### src/rtl/core/bm25_pkg.sv
// Shared types and constants for the BM25 score accumulator.
// Used by the controller, the datapath and the top level.
package bm25_pkg;

	// Register indexes on the configuration port
	localparam int unsigned CFG_IDX_W = 8;
	localparam int unsigned CFG_DATA_W = 24;
	localparam logic [CFG_IDX_W-1:0] REG_TOTAL_DOCS = 8'd0;
	localparam logic [CFG_IDX_W-1:0] REG_AVG_LEN    = 8'd1;
	localparam logic [CFG_IDX_W-1:0] REG_K1_GAIN    = 8'd2;
	localparam logic [CFG_IDX_W-1:0] REG_B_WEIGHT   = 8'd3;

	// Register reset values
	localparam logic [23:0] TOTAL_DOCS_RST = 24'd3213835;
	localparam logic [19:0] AVG_LEN_RST    = 20'd100;
	localparam logic [15:0] K1_GAIN_RST    = 16'd4915;
	localparam logic [16:0] B_WEIGHT_RST   = 17'd49152;

	// Arithmetic constants
	localparam logic [16:0] ONE_Q16     = 17'd65536;
	localparam logic [16:0] K1_ONE_Q12  = 17'd4096;
	localparam logic [31:0] LOG10_2_Q32 = 32'd1292913986;

	// Step counts of the iterative units
	localparam int unsigned LOG_FRAC      = 24;
	localparam int unsigned LEN_DIV_STEPS = 20;
	localparam int unsigned TF_DIV_STEPS  = 29;
	localparam int unsigned CNT_W         = 5;

	// Datapath operations
	typedef enum logic [3:0] {
		OP_NONE,
		OP_LOAD,
		OP_PREP,
		OP_LOG_INIT,
		OP_LOG_STEP,
		OP_LOG_SAVE,
		OP_MAG,
		OP_IDF,
		OP_LDIV_INIT,
		OP_DIV_STEP,
		OP_NORM,
		OP_DEN_MUL,
		OP_TDIV_INIT,
		OP_PROD,
		OP_ROUND,
		OP_ACC
	} dp_op_t;

	typedef struct packed {
		dp_op_t op;
		logic   log_sel;   // 0: numerator log, 1: denominator log
		logic   emit;      // move sum to output register and clear it
	} dp_cmd_t;

endpackage

### src/rtl/core/bm25_ctrl.sv
// Sequencer for the BM25 score accumulator: steps the datapath per request
// and owns the request and result handshakes. Depends on bm25_pkg.
module bm25_ctrl
	import bm25_pkg::*;
(
	input  logic    clk,
	input  logic    arst_n,
	input  logic    in_valid,
	output logic    in_ready,
	input  logic    term_present,
	input  logic    last_term,
	output logic    out_valid,
	input  logic    out_ready,
	output dp_cmd_t cmd
);

	typedef enum logic [4:0] {
		S_IDLE, S_PREP, S_LINIT, S_LSTEP, S_LSAVE, S_MAG, S_IDF,
		S_LDIV_INIT, S_LDIV, S_NORM, S_DENMUL, S_TDIV_INIT, S_TDIV,
		S_PROD, S_ROUND, S_ACC, S_FINISH
	} state_t;

	state_t             state_q;
	logic [CNT_W-1:0]   cnt_q;
	logic               sel_q;
	logic               last_q;
	logic               out_valid_q;
	logic               in_acc;
	logic               out_free;

	assign in_ready  = (state_q == S_IDLE);
	assign out_valid = out_valid_q;
	assign in_acc    = in_valid && in_ready;
	assign out_free  = !out_valid_q || out_ready;

	// Decode the datapath command from the state
	always_comb begin
		cmd = '{op: OP_NONE, log_sel: sel_q, emit: 1'b0};
		unique case (state_q)
			S_IDLE:      cmd.op = in_acc ? OP_LOAD : OP_NONE;
			S_PREP:      cmd.op = OP_PREP;
			S_LINIT:     cmd.op = OP_LOG_INIT;
			S_LSTEP:     cmd.op = OP_LOG_STEP;
			S_LSAVE:     cmd.op = OP_LOG_SAVE;
			S_MAG:       cmd.op = OP_MAG;
			S_IDF:       cmd.op = OP_IDF;
			S_LDIV_INIT: cmd.op = OP_LDIV_INIT;
			S_LDIV:      cmd.op = OP_DIV_STEP;
			S_NORM:      cmd.op = OP_NORM;
			S_DENMUL:    cmd.op = OP_DEN_MUL;
			S_TDIV_INIT: cmd.op = OP_TDIV_INIT;
			S_TDIV:      cmd.op = OP_DIV_STEP;
			S_PROD:      cmd.op = OP_PROD;
			S_ROUND:     cmd.op = OP_ROUND;
			S_ACC:       cmd.op = OP_ACC;
			S_FINISH:    cmd.emit = out_free;
			default:     cmd.op = OP_NONE;
		endcase
	end

	// Hold state, step counter and result valid
	always_ff @(posedge clk or negedge arst_n) begin
		if (!arst_n) begin
			state_q     <= S_IDLE;
			cnt_q       <= '0;
			sel_q       <= 1'b0;
			last_q      <= 1'b0;
			out_valid_q <= 1'b0;
		end else begin
			// Raise the result on emit, drop it once taken
			if (state_q == S_FINISH && out_free)
				out_valid_q <= 1'b1;
			else if (out_valid_q && out_ready)
				out_valid_q <= 1'b0;
			unique case (state_q)
				S_IDLE: begin
					if (in_acc) begin
						last_q <= last_term;
						if (term_present)
							state_q <= S_PREP;
						else if (last_term)
							state_q <= S_FINISH;
					end
				end
				S_PREP: begin
					sel_q   <= 1'b0;
					state_q <= S_LINIT;
				end
				S_LINIT: begin
					cnt_q   <= '0;
					state_q <= S_LSTEP;
				end
				S_LSTEP: begin
					cnt_q <= cnt_q + 1'b1;
					if (cnt_q == CNT_W'(LOG_FRAC - 1))
						state_q <= S_LSAVE;
				end
				S_LSAVE: begin
					sel_q   <= 1'b1;
					state_q <= sel_q ? S_MAG : S_LINIT;
				end
				S_MAG:       state_q <= S_IDF;
				S_IDF:       state_q <= S_LDIV_INIT;
				S_LDIV_INIT: begin
					cnt_q   <= '0;
					state_q <= S_LDIV;
				end
				S_LDIV: begin
					cnt_q <= cnt_q + 1'b1;
					if (cnt_q == CNT_W'(LEN_DIV_STEPS - 1))
						state_q <= S_NORM;
				end
				S_NORM:      state_q <= S_DENMUL;
				S_DENMUL:    state_q <= S_TDIV_INIT;
				S_TDIV_INIT: begin
					cnt_q   <= '0;
					state_q <= S_TDIV;
				end
				S_TDIV: begin
					cnt_q <= cnt_q + 1'b1;
					if (cnt_q == CNT_W'(TF_DIV_STEPS - 1))
						state_q <= S_PROD;
				end
				S_PROD:  state_q <= S_ROUND;
				S_ROUND: state_q <= S_ACC;
				S_ACC:   state_q <= last_q ? S_FINISH : S_IDLE;
				S_FINISH: begin
					if (out_free)
						state_q <= S_IDLE;
				end
				default: state_q <= S_IDLE;
			endcase
		end
	end

endmodule

### config.mk
export PLATFORM = sky130hd
export DESIGN_NAME = bm25_ctrl
export DESIGN_NICKNAME = d
export VERILOG_FILES = /design/src/rtl/core/bm25_pkg.sv /design/src/rtl/core/bm25_ctrl.sv
export SDC_FILE = /design/constraint.sdc
export NUM_CORES = 1
export LEC_CHECK = 0
export BUFFER_PORTS_ARGS = -buffer_cell sky130_fd_sc_hd__buf_2
export CAP_MARGIN = 20
export CORE_ASPECT_RATIO = 0.7
export CORE_MARGIN = 10
export CORE_UTILIZATION = 45
export DETAILED_ROUTE_END_ITERATION = 10
export PLACE_DENSITY = 0.66
export SYNTH_ARGS = -nofsm -noshare
export SYNTH_HDL_FRONTEND = slang
export SYNTH_SLANG_ARGS = --single-unit
### constraint.sdc
create_clock -name clk -period 2.2 [get_ports clk]
set_clock_uncertainty 0.2 [all_clocks]
set_input_delay 0.44 -clock clk [delete_from_list [all_inputs] [get_ports clk]]
set_output_delay 0.44 -clock clk [all_outputs]
set_load 0.02 [all_outputs]
# [Yosys cells after proc, flatten, opt, wreduce, memory -nomap -nowiden]
# Index checks and enable logic that the tools add are counted.
[totals] register_bits=13 inputBits=6 out_inout_bits=8 elab_cells=62
[op_classes] n_addsub=1 n_eq_ne=25 mux=17 reduce_logical=14
[ops] operator="$pmux W5 S17" count=1
[ops] operator="$pmux W4 S15" count=1
[ops] operator="$eq A5 B4 Y1 const B" count=8
[ops] operator="$mux W5" count=8
[ops] operator="$eq A5 B3 Y1 const B" count=4
[ops] operator="$eq A5 B5 Y1 const B" count=4
[ops] operator="$eq A5 B2 Y1 const B" count=2
[ops] operator="$pmux W5 S2" count=1
[ops] operator="$ne A2 B2 Y1 const B" count=4
[ops] operator="$reduce_and A6 Y1" count=1
[ops] operator="$reduce_bool A2 Y1" count=3
[ops] operator="$reduce_or A3 Y1" count=2
[ops] operator="$add A5 B1 Y5 const B" count=1
[ops] operator="$eq A5 B1 Y1 const B" count=1
[ops] operator="$logic_not A5 Y1" count=1
[ops] operator="$mux W1" count=4
[ops] operator="$logic_and A1 B1 Y1" count=3
[ops] operator="$mux W3" count=1
[ops] operator="$ne A3 B1 Y1 const B" count=1
[ops] operator="$ne A2 B1 Y1 const B" count=1
[ops] operator="$pmux W1 S2" count=1
[ops] operator="$reduce_and A2 Y1" count=1
[ops] operator="$reduce_or A2 Y1" count=1
[ops] operator="$logic_not A1 Y1" count=1
[ops] operator="$logic_or A1 B1 Y1" count=1

# [Depth between registers and ports, before layout]
[logic_depth] word_depth=4 mapped_depth=6 mapped_depth_nobuf=6

# [Worst setup path before layout]
# OpenSTA, ideal clock, no wires.
[synth_path] kind="register to output" start="register state_q[0]" end="output port cmd[4] (netlist bit)" t_arrival_ns=1.390 required_ns=1.560 slack_ns=0.170 stages_incl_launch_ff=6 n_path_buf=1 path_cell_list="dfrtp_1 > buf_2 > and2_1 > nand2_1 > o21ai_0 > nor3_1"
[synth_rtl] item="start, declared" line_no="bm25_ctrl.sv:23" rtl="state_t state_q;"
[synth_rtl] item="start signal, assigned" line_no="bm25_ctrl.sv:100" rtl="state_q <= sel_q ? S_MAG : S_LINIT;"
[synth_rtl] item="start signal, assigned" line_no="bm25_ctrl.sv:126" rtl="S_ACC: state_q <= last_q ? S_FINISH : S_IDLE;"
[synth_rtl] item="end, declared" line_no="bm25_ctrl.sv:14" rtl="output dp_cmd_t cmd"

==> summary.txt <==
Run status
  – Run status: finished, final reports clean

Clock tree
  – CTS Buf Count: 3
  – Clock-pin slew on the worst setup and hold paths: 90 ps
  – Worst skew pair latency: 280 ps
  – H-tree levels: 1
  – Clk sinks: 13
  – Max Root-Sink Buffers: 2
  – TritonCTS clock tree: done
  – Root Buffer: clkbuf_4

Global route
  – Largest net degree at the start of global routing: 16
  – Antenna violations before repair: 0
  – Grt ovf: 0
  – Vias in the first global route: 706
  – Total GRT Usage: 0.103
  – Global-route wire length before repair: 3420 um

Yosys
  – Largest area contributor in the synthesized netlist: dfrtp_1
  – Syn Area/Cell: 8.92 um2
  – Post-synth top area share: 0.372
  – Top-count cell post-synth: dfrtp_1
  – Most common library cells after synthesis: dfrtp_1 (13), nor2_1 (8), nand2_1 (7)
  – Synthesized area: 875 um2
  – Seq/Total Area, Yosys: 0.372
  – Ranking of synthesized cells by area: dfrtp_1 (37%), a21oi_1 (3.4%), nor2_1 (3.4%), nand2_1 (3.0%), a22o_1 (3.0%)
  – Cells after synthesis: 98
  – Main synth FF type: dfrtp_1
  – Post-synth EDFFs: 0
  – Async set or reset register ratio after synthesis: 1.00
  – Syn_nets: 106
  – Yosys warns: 0
  – Seq cells post-synth: 13
  – Number of distinct library cells after synthesis: 43

Placed design
  – Area after DPL: 955 um2
  – Routability congestion estimate: 0.822
  – Half-perimeter wire length after placement: 1500 um
  – Cell total after placement: 129
  – Port bufs: 13

Drt
  – Post-Route WL: 2170 um
  – Drt initial violations: 87
  – Detailed Routing Iterations Pass 1: 4
  – Drc violations: 0
  – DR WL/cell: 15.5 um
  – Via/cell ratio: 5.81
  – Via Count: 813
  – Antenna viol nets, final: 0

Setup path
  – Crit path arrival time: 1500 ps
  – Crit path kind: flop to primary output
  – CP Data Required Time: 1560 ps
  – Crit-path max FO: 8
  – Critical Path Sink Type: primary output
  – Setup crit start kind: flop

STA
  – Slew HR: 0.652
  – RSZ-0062 raised after global routing: true
  – Setup_tns: 0 ps
  – Worst slew pin tran: 513 ps
  – Final Hold Viols: 0
  – Final Setup Violations: 0
  – Min Tclk post-route: 2140 ps
  – Final worst-path cycle share: 0.974
  – Fmax: 467 MHz
  – Final Max Slew Viols: 0

Final layout
  – Antenna cell count: 0
  – NumNets Final: 127
  – Cell area after layout: 1070 um2
  – Fill cells: 164
  – Area occupied by multi-input gates: 517 um2
  – Syn-to-layout area delta: 22.9%
  – Cell Count, Final, Fillers Out: 140
  – Share of post-route cells with drive strength above 1: 0.347
  – Total area of sequential cells: 330 um2
  – Core Util, Final: 0.580

Pwr
  – Combinational share of power: 0.033
  – Final Power: 0.404 mW
  – Part of the power in registers: 0.591
  – Internal cell power: 0.315 mW
  – Leakage: 0.496 nW
  – Power per cell area: 376 nW/um2
  – Peak VDD IR: 0.000230 V
  – Sw Ratio: 0.222
  – Clock Power Share: 0.376
  – Switching power: 0.0896 mW

Die
  – FP Rows: 13
  – Die ar.: 4130 um2
  – Chip width: 72.7 um
  – Core Area: 1850 um2
  – I/O Pins: 14
  – Die H: 56.9 um
  – Initial Util: 0.472

Job
  – Maxcap violations: 0

Worst hold path
  – HP Class: input pin to flop
## power by group through the flow
stage / clock network [mW] / registers (mW) / logic (mW)
after floorplan: 0 / 0.244 / 0.00210
after global placement: 0 / 0.243 / 0.0125
after detailed placement: 0 / 0.243 / 0.0127
after CTS: 0.161 / 0.239 / 0.0141
after global routing: 0.177 / 0.239 / 0.0162
final: 0.152 / 0.239 / 0.0135
## registers in the layout, summed over array words and instances (netlist names)
name       count
cnt_q          5
state_q        5
last_q         1
out_valid      1
sel_q          1
## cell families (layout without fill, tap and decap cells)
logic type | count (synthesis) | in the layout | share of synthesized area
buf+inv | 13 | 33 | 0.0658
flops | 13 | 13 | 0.372
fa+ha+maj | 2 | 2 | 0.0286
mux | 2 | 2 | 0.0257
compound gates | 23 | 23 | 0.200
xor+xnor | 4 | 4 | 0.0401
simple gates | 41 | 41 | 0.268
## stage by stage
step	worst slack [ps]	hold slack (ps)
after floorplan	170	-55.6
after global placement	244	148
after detailed placement	195	151
after CTS	3.28	183
after global routing	-20.4	182
final	56.7	191
## final cells by class
type                       count  area share
clock buffer                   4      0.0244
inverter                       6      0.0210
tap                           22      0.0256
sequential                    13       0.307
multi-input combinational     72       0.481
timing repair buffer          23       0.141
## critical path, stage by stage, from the launching register on
cell and delay [ps]:
dfrtp_2 460, or3_4 400, a21oi_2 110, nor3_1 60, buf_2 190
## timing repair
item,CTS,global route
endpoints found under the hold margin,13,0
resized for setup,3,11
pin swaps,0,3
buffers inserted,0,6
endpoints found under the setup margin,2,5
hold buffers,1,0
## layer usage
layer,vias to the layer above,GRT usage,routed length (um)
met3,2,0.0526,194
li1,393,-,-
met4,0,0.0243,8
met1,391,0.137,1020
met2,27,0.141,944
met5,-,0,0
## path summary, 6_finish.rpt
check	slack, ps	from	endpoint	depth (start not counted)
setup / recovery	60	state_q[3]	cmd[2]	4
hold / removal	190	last_term	last_q	2
setup reg to reg	410	state_q[3]	cnt_q[2]	6
hold reg to reg	330	last_q	last_q	1
max in group asynchronous	1170	arst_n	state_q[3]	2
min in group asynchronous	370	arst_n	state_q[0]	2
## cells in the final DEF (no fill, tap or decap), types with 2 or more instances in the layout
| master | count |
|---|---|
| a21oi_1 | 5 |
| a21oi_2 | 2 |
| a22o_1 | 3 |
| buf_2 | 11 |
| buf_4 | 10 |
| clkbuf_4 | 3 |
| dfrtp_1 | 9 |
| dfrtp_2 | 4 |
| ha_1 | 2 |
| inv_1 | 6 |
| nand2_1 | 6 |
| nand2b_1 | 2 |
| nand3_1 | 3 |
| nor2_1 | 8 |
| nor3_1 | 3 |
| nor4b_1 | 2 |
| o31ai_1 | 3 |
| xnor2_1 | 2 |
| xor2_1 | 2 |
(Power assumes the default switching activity.)
